--- src/rtl/sdl_pkg.sv ---
// ----------------------------------------------------------------------------
// sdl_pkg
// shared types and constants for the sorted wakeup delay list
// ----------------------------------------------------------------------------
package sdl_pkg;

  localparam int DEF_MAX_TASKS = 16;
  localparam int DEF_TICK_BITS = 32;

  localparam int TASK_W  = 4;
  localparam int FIELD_W = 32;
  localparam int OCC_W   = 5;

  localparam logic CMD_INSERT = 1'b0;
  localparam logic CMD_REMOVE = 1'b1;

  typedef enum logic [1:0] {
    ST_OK      = 2'd0,
    ST_FULL    = 2'd1,
    ST_DUP     = 2'd2,
    ST_MISSING = 2'd3
  } status_t;

  // control broadcast to every cell of the chain
  typedef struct packed {
    logic cmp;   // capture compare and match flags
    logic ins;   // qualified insert, shift toward the tail
    logic rem;   // qualified remove, shift toward the head
  } sdl_ctl_t;

endpackage

--- src/rtl/sdl_cell.sv ---
// ----------------------------------------------------------------------------
// sdl_cell
// one slot of the sorted list: holds a wake tick and task id, compares
// against the transaction key and shifts with its neighbors
// ----------------------------------------------------------------------------
module sdl_cell #(
  parameter int TICK_BITS = sdl_pkg::DEF_TICK_BITS
) (
  input  logic                      clk,
  input  logic                      rst,
  input  sdl_pkg::sdl_ctl_t         ctl,
  input  logic                      vld,
  input  logic [TICK_BITS-1:0]      new_wake,
  input  logic [sdl_pkg::TASK_W-1:0] new_task,
  input  logic                      prev_le,
  input  logic [TICK_BITS-1:0]      prev_wake,
  input  logic [sdl_pkg::TASK_W-1:0] prev_task,
  input  logic [TICK_BITS-1:0]      next_wake,
  input  logic [sdl_pkg::TASK_W-1:0] next_task,
  input  logic                      hit_in,
  output logic [TICK_BITS-1:0]      wake,
  output logic [sdl_pkg::TASK_W-1:0] tid,
  output logic                      le,
  output logic                      hit_out
);

  logic mt;

  // match at this slot or any slot closer to the head
  assign hit_out = hit_in | mt;

  always_ff @(posedge clk) begin
    if (rst) begin
      le <= 1'b0;
      mt <= 1'b0;
    end else if (ctl.cmp) begin
      le <= vld && (wake <= new_wake);
      mt <= vld && (tid == new_task);
    end
  end

  always_ff @(posedge clk) begin
    if (ctl.ins && !le) begin
      if (prev_le) begin
        wake <= new_wake;
        tid  <= new_task;
      end else begin
        wake <= prev_wake;
        tid  <= prev_task;
      end
    end else if (ctl.rem && hit_out) begin
      wake <= next_wake;
      tid  <= next_task;
    end
  end

endmodule

--- src/rtl/sorted_wakeup_delay_list.sv ---
// ----------------------------------------------------------------------------
// sorted_wakeup_delay_list
// task ids kept in ascending wake tick order in a chain of compare/shift cells
// ----------------------------------------------------------------------------
// sequence: accept, compare, shift, load; out_valid rises as the load state
//   writes the output register, and the next transaction is taken only after
//   that, with a single compare pass and single shift pass through the chain
// in_ready is high only in idle; a finished result waits in the output register
// reset: occupancy returns to zero and all control state clears; slot contents
//   are not cleared, since slots beyond the occupancy are never read
// ----------------------------------------------------------------------------
module sorted_wakeup_delay_list #(
  parameter int MAX_TASKS = sdl_pkg::DEF_MAX_TASKS,
  parameter int TICK_BITS = sdl_pkg::DEF_TICK_BITS
) (
  input  logic                        clk,
  input  logic                        rst,
  input  logic                        in_valid,
  output logic                        in_ready,
  input  logic                        cmd,
  input  logic [sdl_pkg::TASK_W-1:0]  task_id,
  input  logic [sdl_pkg::FIELD_W-1:0] sleep_ticks,
  input  logic [sdl_pkg::FIELD_W-1:0] current_tick,
  output logic                        out_valid,
  input  logic                        out_ready,
  output logic [1:0]                  status,
  output logic                        head_valid,
  output logic [sdl_pkg::TASK_W-1:0]  head_task,
  output logic [sdl_pkg::FIELD_W-1:0] head_wake,
  output logic [sdl_pkg::OCC_W-1:0]   occupancy
);

  import sdl_pkg::*;

  localparam int CNT_W = $clog2(MAX_TASKS + 1);

  // one-hot sequencer
  typedef enum logic [3:0] {
    S_IDLE  = 4'b0001,
    S_CMP   = 4'b0010,
    S_APPLY = 4'b0100,
    S_LOAD  = 4'b1000
  } state_t;

  state_t state, state_next;

  // captured transaction
  logic                 cmd_q;
  logic [TASK_W-1:0]    task_q;
  logic [TICK_BITS-1:0] wake_q;
  logic [TICK_BITS-1:0] cur_ext;
  logic [TICK_BITS-1:0] dly_ext;

  logic [CNT_W-1:0] count;
  status_t          st_q;
  status_t          st_next;

  sdl_ctl_t ctl;
  logic     full;
  logic     found;
  logic     in_fire;
  logic     out_load;

  // chain wiring
  logic [TICK_BITS-1:0] cell_wake [MAX_TASKS];
  logic [TASK_W-1:0]    cell_tid  [MAX_TASKS];
  logic [MAX_TASKS-1:0] cell_le;
  logic [MAX_TASKS-1:0] cell_vld;
  logic [MAX_TASKS:0]   hit_c;

  assign in_ready = (state == S_IDLE);
  assign in_fire  = in_valid && in_ready;

  // wake tick wraps modulo 2^TICK_BITS
  assign cur_ext = TICK_BITS'(current_tick);
  assign dly_ext = TICK_BITS'(sleep_ticks);

  always_ff @(posedge clk) begin
    if (in_fire) begin
      cmd_q  <= cmd;
      task_q <= task_id;
      wake_q <= cur_ext + dly_ext;
    end
  end

  // hit at the tail of the chain means the task is held somewhere
  assign hit_c[0] = 1'b0;
  assign found    = hit_c[MAX_TASKS];
  assign full     = (count == CNT_W'(MAX_TASKS));

  // full is checked before the duplicate test
  always_comb begin
    if (cmd_q == CMD_INSERT) begin
      if (full)       st_next = ST_FULL;
      else if (found) st_next = ST_DUP;
      else            st_next = ST_OK;
    end else begin
      st_next = found ? ST_OK : ST_MISSING;
    end
  end

  always_comb begin
    ctl.cmp = (state == S_CMP);
    ctl.ins = (state == S_APPLY) && (cmd_q == CMD_INSERT) && !full && !found;
    ctl.rem = (state == S_APPLY) && (cmd_q == CMD_REMOVE) && found;
  end

  // the cell chain
  for (genvar i = 0; i < MAX_TASKS; i++) begin : g_cell
    logic                 p_le;
    logic [TICK_BITS-1:0] p_wake;
    logic [TASK_W-1:0]    p_tid;
    logic [TICK_BITS-1:0] n_wake;
    logic [TASK_W-1:0]    n_tid;

    // slots below the occupancy are the live ones
    assign cell_vld[i] = (count > CNT_W'(i));

    if (i == 0) begin : g_head
      // head slot sees a virtual earlier entry that is always <= the key
      assign p_le   = 1'b1;
      assign p_wake = '0;
      assign p_tid  = '0;
    end else begin : g_body
      assign p_le   = cell_le[i-1];
      assign p_wake = cell_wake[i-1];
      assign p_tid  = cell_tid[i-1];
    end

    if (i == MAX_TASKS - 1) begin : g_tail
      // tail slot drops out of occupancy on remove, content is don't care
      assign n_wake = '0;
      assign n_tid  = '0;
    end else begin : g_mid
      assign n_wake = cell_wake[i+1];
      assign n_tid  = cell_tid[i+1];
    end

    sdl_cell #(
      .TICK_BITS(TICK_BITS)
    ) u_cell (
      .clk      (clk),
      .rst      (rst),
      .ctl      (ctl),
      .vld      (cell_vld[i]),
      .new_wake (wake_q),
      .new_task (task_q),
      .prev_le  (p_le),
      .prev_wake(p_wake),
      .prev_task(p_tid),
      .next_wake(n_wake),
      .next_task(n_tid),
      .hit_in   (hit_c[i]),
      .wake     (cell_wake[i]),
      .tid      (cell_tid[i]),
      .le       (cell_le[i]),
      .hit_out  (hit_c[i+1])
    );
  end

  // occupancy and status
  always_ff @(posedge clk) begin
    if (rst) begin
      count <= '0;
    end else if (ctl.ins) begin
      count <= count + 1'b1;
    end else if (ctl.rem) begin
      count <= count - 1'b1;
    end
  end

  always_ff @(posedge clk) begin
    if (state == S_APPLY) begin
      st_q <= st_next;
    end
  end

  // result register; load waits while a previous result is still pending
  assign out_load = (state == S_LOAD) && (!out_valid || out_ready);

  always_ff @(posedge clk) begin
    if (rst) begin
      out_valid <= 1'b0;
    end else if (out_load) begin
      out_valid <= 1'b1;
    end else if (out_ready) begin
      out_valid <= 1'b0;
    end
  end

  always_ff @(posedge clk) begin
    if (out_load) begin
      status     <= st_q;
      head_valid <= (count != '0);
      head_task  <= (count != '0) ? cell_tid[0] : '0;
      head_wake  <= (count != '0) ? FIELD_W'(cell_wake[0]) : '0;
      occupancy  <= OCC_W'(count);
    end
  end

  // sequencer
  always_comb begin
    state_next = state;
    unique case (state)
      S_IDLE:  if (in_fire) state_next = S_CMP;
      S_CMP:   state_next = S_APPLY;
      S_APPLY: state_next = S_LOAD;
      S_LOAD:  if (out_load) state_next = S_IDLE;
      default: state_next = S_IDLE;
    endcase
  end

  always_ff @(posedge clk) begin
    if (rst) begin
      state <= S_IDLE;
    end else begin
      state <= state_next;
    end
  end

  // checks
  a_count_bound: assert property (@(posedge clk) disable iff (rst)
    count <= CNT_W'(MAX_TASKS))
    else $error("occupancy above capacity");

  a_ins_rem_excl: assert property (@(posedge clk) disable iff (rst)
    !(ctl.ins && ctl.rem))
    else $error("insert and remove in the same cycle");

  a_ins_count: assert property (@(posedge clk) disable iff (rst)
    ctl.ins |=> count == $past(count) + 1'b1)
    else $error("insert did not grow the list");

  a_head_order: assert property (@(posedge clk) disable iff (rst)
    (state == S_IDLE && count >= CNT_W'(2)) |-> cell_wake[0] <= cell_wake[1])
    else $error("head slots out of order");

  a_full_no_ins: assert property (@(posedge clk) disable iff (rst)
    (state == S_APPLY && full) |-> !ctl.ins)
    else $error("insert into a full list");

endmodule

--- config.mk ---
export PLATFORM = sky130hd
export DESIGN_NAME = sorted_wakeup_delay_list
export DESIGN_NICKNAME = d
export VERILOG_FILES = /design/src/rtl/sdl_pkg.sv /design/src/rtl/sdl_cell.sv /design/src/rtl/sorted_wakeup_delay_list.sv
export SDC_FILE = /design/constraint.sdc
export NUM_CORES = 2
export LEC_CHECK = 0
export ABC_AREA = 1
export BUFFER_PORTS_ARGS = -buffer_cell sky130_fd_sc_hd__buf_2
export CAP_MARGIN = 25
export CELL_PAD_IN_SITES_DETAIL_PLACEMENT = 1
export CELL_PAD_IN_SITES_GLOBAL_PLACEMENT = 2
export CORE_ASPECT_RATIO = 1.1
export CORE_MARGIN = 2
export CORE_UTILIZATION = 35
export DETAILED_ROUTE_END_ITERATION = 8
export GPL_TIMING_DRIVEN = 1
export PLACE_DENSITY = 0.84
export SYNTH_ARGS = -nofsm -noshare
export SYNTH_HDL_FRONTEND = slang
export SYNTH_SLANG_ARGS = --single-unit
--- constraint.sdc ---
create_clock -name clk -period 5.9 [get_ports clk]
set_clock_uncertainty 0.2 [all_clocks]
set_input_delay 0.59 -clock clk [delete_from_list [all_inputs] [get_ports clk]]
set_output_delay 0.59 -clock clk [all_outputs]
set_load 0.02 [all_outputs]
==> flow_summary.toml <==
[routing]
routed_wl_mm = 136
vias = 38200
dr.pass1.iters = 5
ant_nets = 0
wl_per_cell_um = 18.6
drc = 0
drt_iter0_markers = 2073
routed_via_density = 5.24

[synth]
synth.top_cell.area_share = 0.425
synth_top_area_cell = "edfxtp_1"
postSynthNetCount = 6049
ys_types = 47
yosysWarnings = 0
synth-xor-area-share = 0.0179
synthTopCellsByArea = "edfxtp_1 43%, ha_1 15%, o21ai_0 12%"
synthMuxAreaShare = 0
yosysMostFrequentCell = "nand2_1"
yosys.area_share.simple = 0.165
seq_area_frac_synth = 0.443
avgSynthCellArea_um2 = 8.58
ys_ff_latch = 701
synthTopCellsByCount = "1486 x nand2_1, 1128 x o21ai_0, 659 x edfxtp_1"
synth_fa_ha_area_frac = 0.148
async_reset_ff_frac = 0
syn_area_um2 = 46500
synth-edff-count = 659
synth_compound_area_frac = 0.180
synthCells = 5427
ys.flop_type = "edfxtp_1"
synth_top_family_by_area = "compound AO/OA/AOI/OAI gates"

[pwr]
netSwitchingPower_mw = 3.40
p_per_area_nw_per_um2 = 238
ir_worst_vdd_mv = 0.185
internal_power_mw = 9.00
seq_power_share = 0.440
p_leak_nw = 20.5
fin_total_pwr_mw = 12.4
p_sw_frac = 0.274
clock_power_share = 0.417
power_frac_comb = 0.143

[clock_tree]
postCtsSetupRepairBufs = 0
ctsHoldBuffers = 5
ctsResizeCount = 0
cts_tree = "built"
numCtsBuffers = 89
clk_pin_slew_ns = 0.06
htreeDepth = 3
cts-root-buf = "clkbuf_16"
clock_sinks = 701
clock_path_buffers = 3
clock_latency_ns = 0.66

[critical_path]
cp-endpoint = "g_cell[12].u_cell.wake[8]"
crit-reg2reg-launch = "g_cell[1].u_cell.mt"
worst_setup_path_start_kind = "flop"
worst_setup_path_end_kind = "flop"
reg2reg_to = "g_cell[12].u_cell.wake[8]"
crit_type = "flop to flop"
cpMostUsedCell = "nor2_2"
r2r_cells = 14
cp_max_fo = 71
startpoint = "g_cell[1].u_cell.mt"
required_ns = 6.00
r2r_slack_ns = 0.81
crit_chain = "nor2_2, nand4_2, nor2_2, nand4_2, nor2_2, nand4_2, nor2_2, nand4_2, buf_4, nor2_2, clkinv_1, buf_4, nand2_1, buf_4"
critical_path.slowest_cell = "nand4_2"
cp_data_arrival_time_ns = 5.19
slowest_delay_ns = 0.75

[timing]
period_share = 0.862
hold_violations = 0
slew_violations = 0
fmax_mhz = 197
finalSetupViolations = 0
setup_tns_ns = 0
worst_slack_ns = 0.812
tightest_slew_ns = 1.01
rsz0062_at_grt = "false"
fin_crit_ns = 5.09
relSlewSlack = 0.320

[finish]
fin_area_um2 = 52100
syn_to_final_growth_pct = 12.0
nets = 6076
final_util = 0.394
drive_above_1_share = 0.0762

[die]
start_util = 0.352
dieWidth_um = 352
dieArea_um2 = 136000
rows = 140
boundaryPins = 119
core_um2 = 132000
dieHeight_um = 386

[min_path]
hp-class = "input pin to flop"

[placement]
hpwl_mm = 107
placed_area_um2 = 49200
io_buffers = 118
post-place-ws_ns = 0.908
place.gp.congestion = 0.837

[global_route]
gr-usage-all-layers = 0.199
grt_max_degree = 75
grt_pass1_vias = 39200
grt_overflow = 0
grt_antenna_before_repair = 2
grt_first_pass_wirelength_mm = 217

[outcome]
outcome = "finished, final reports clean"

[job]
maxCapViolations = 0
worst min-delay path by stage:
stage	start	end	slack, ns	cells past startpoint
6_report	out_ready	out_valid	0.08	4
5_1_grt	in_valid	state[1]	0.11	3
4_1_cts	out_ready	out_valid	0.04	4
3_5_place_dp	st_q[1]	status[1]	0.21	0
3_3_place_gp	st_q[0]	status[0]	0.21	0
2_1_floorplan	st_q[0]	status[0]	0.20	0
layout by cell type (no fill, tap or decap), types with 13 or more instances in the layout:
cell type / count
dfxtp_2: 15
a21oi_1: 313
nand2_1: 1486
nor2_2: 17
nor4_1: 15
o211ai_1: 24
a211oi_1: 13
o21ai_1: 55
nor2_1: 215
clkinv_1: 53
edfxtp_1: 659
xnor2_1: 39
a31oi_1: 24
xor2_1: 56
nor3_1: 27
o21ai_0: 1119
nand3_1: 46
buf_4: 91
buf_2: 118
nor2_4: 14
inv_1: 221
ha_1: 548
dfxtp_1: 27
nand4_1: 74
clkbuf_1: 27
clkbuf_16: 90
sequential cells by signal (all words and copies together), names as in the netlist:
register	flops
g_cell.u_cell.le	16
count	5
cmd_q	1
g_cell.u_cell.tid	64
g_cell.u_cell.mt	16
occupancy	5
task_q	4
st_q	2
head_valid	1
head_task	4
head_wake	32
state	4
wake_q	32
g_cell.u_cell.wake	512
status	2
out_valid	1
final cells by class:
cell class	instances	area (um2)
repair buffers	227	1630
fillers	15600	80100
multi-input cells	4167	23900
clock buffers	124	2450
clock inverters	37	259
flip-flops and latches	701	20600
well taps	1775	2220
inverters	268	1010
diodes	2	5.00
routing by layer:
metal	track usage	share of wire	up-vias
met5	0	0	-
met4	0.0647	0.031	0
met3	0.0233	0.035	188
met2	0.336	0.47	588
met1	0.264	0.46	18300
li1	-	-	19200
worst max-delay path: cells and delay by family, from the launching register on:
kind | cells | cell delay (ns)
buffers and inverters | 4 | 1.33
flip-flops | 1 | 0.32
AND/OR/NAND/NOR | 10 | 2.80
power by group through the flow:
stage | logic (mW) | clock network [mW] | registers, mW
CTS | 1.79 | 5.31 | 5.46
global route | 2.02 | 5.49 | 5.46
floorplan | 1.12 | 0 | 5.55
global placement | 1.67 | 0 | 5.56
detailed placement | 1.77 | 0 | 5.56
finish | 1.78 | 5.17 | 5.46
through the flow:
step	std cells	hold slack, ns
floorplan	5427	0.200
global placement	7122	0.208
detailed placement	7128	0.209
CTS	7294	0.0384
global route	7299	0.113
finish	7301	0.0826
cell families after synthesis:
| logic type | after synthesis |
|---|---|
| xor+xnor | 95 |
| fa+ha+maj | 549 |
| buf+inv | 559 |
| simple gates | 1911 |
| compound gates | 1612 |
| flops | 701 |
Note: power is estimated with default switching activity, not from simulation.
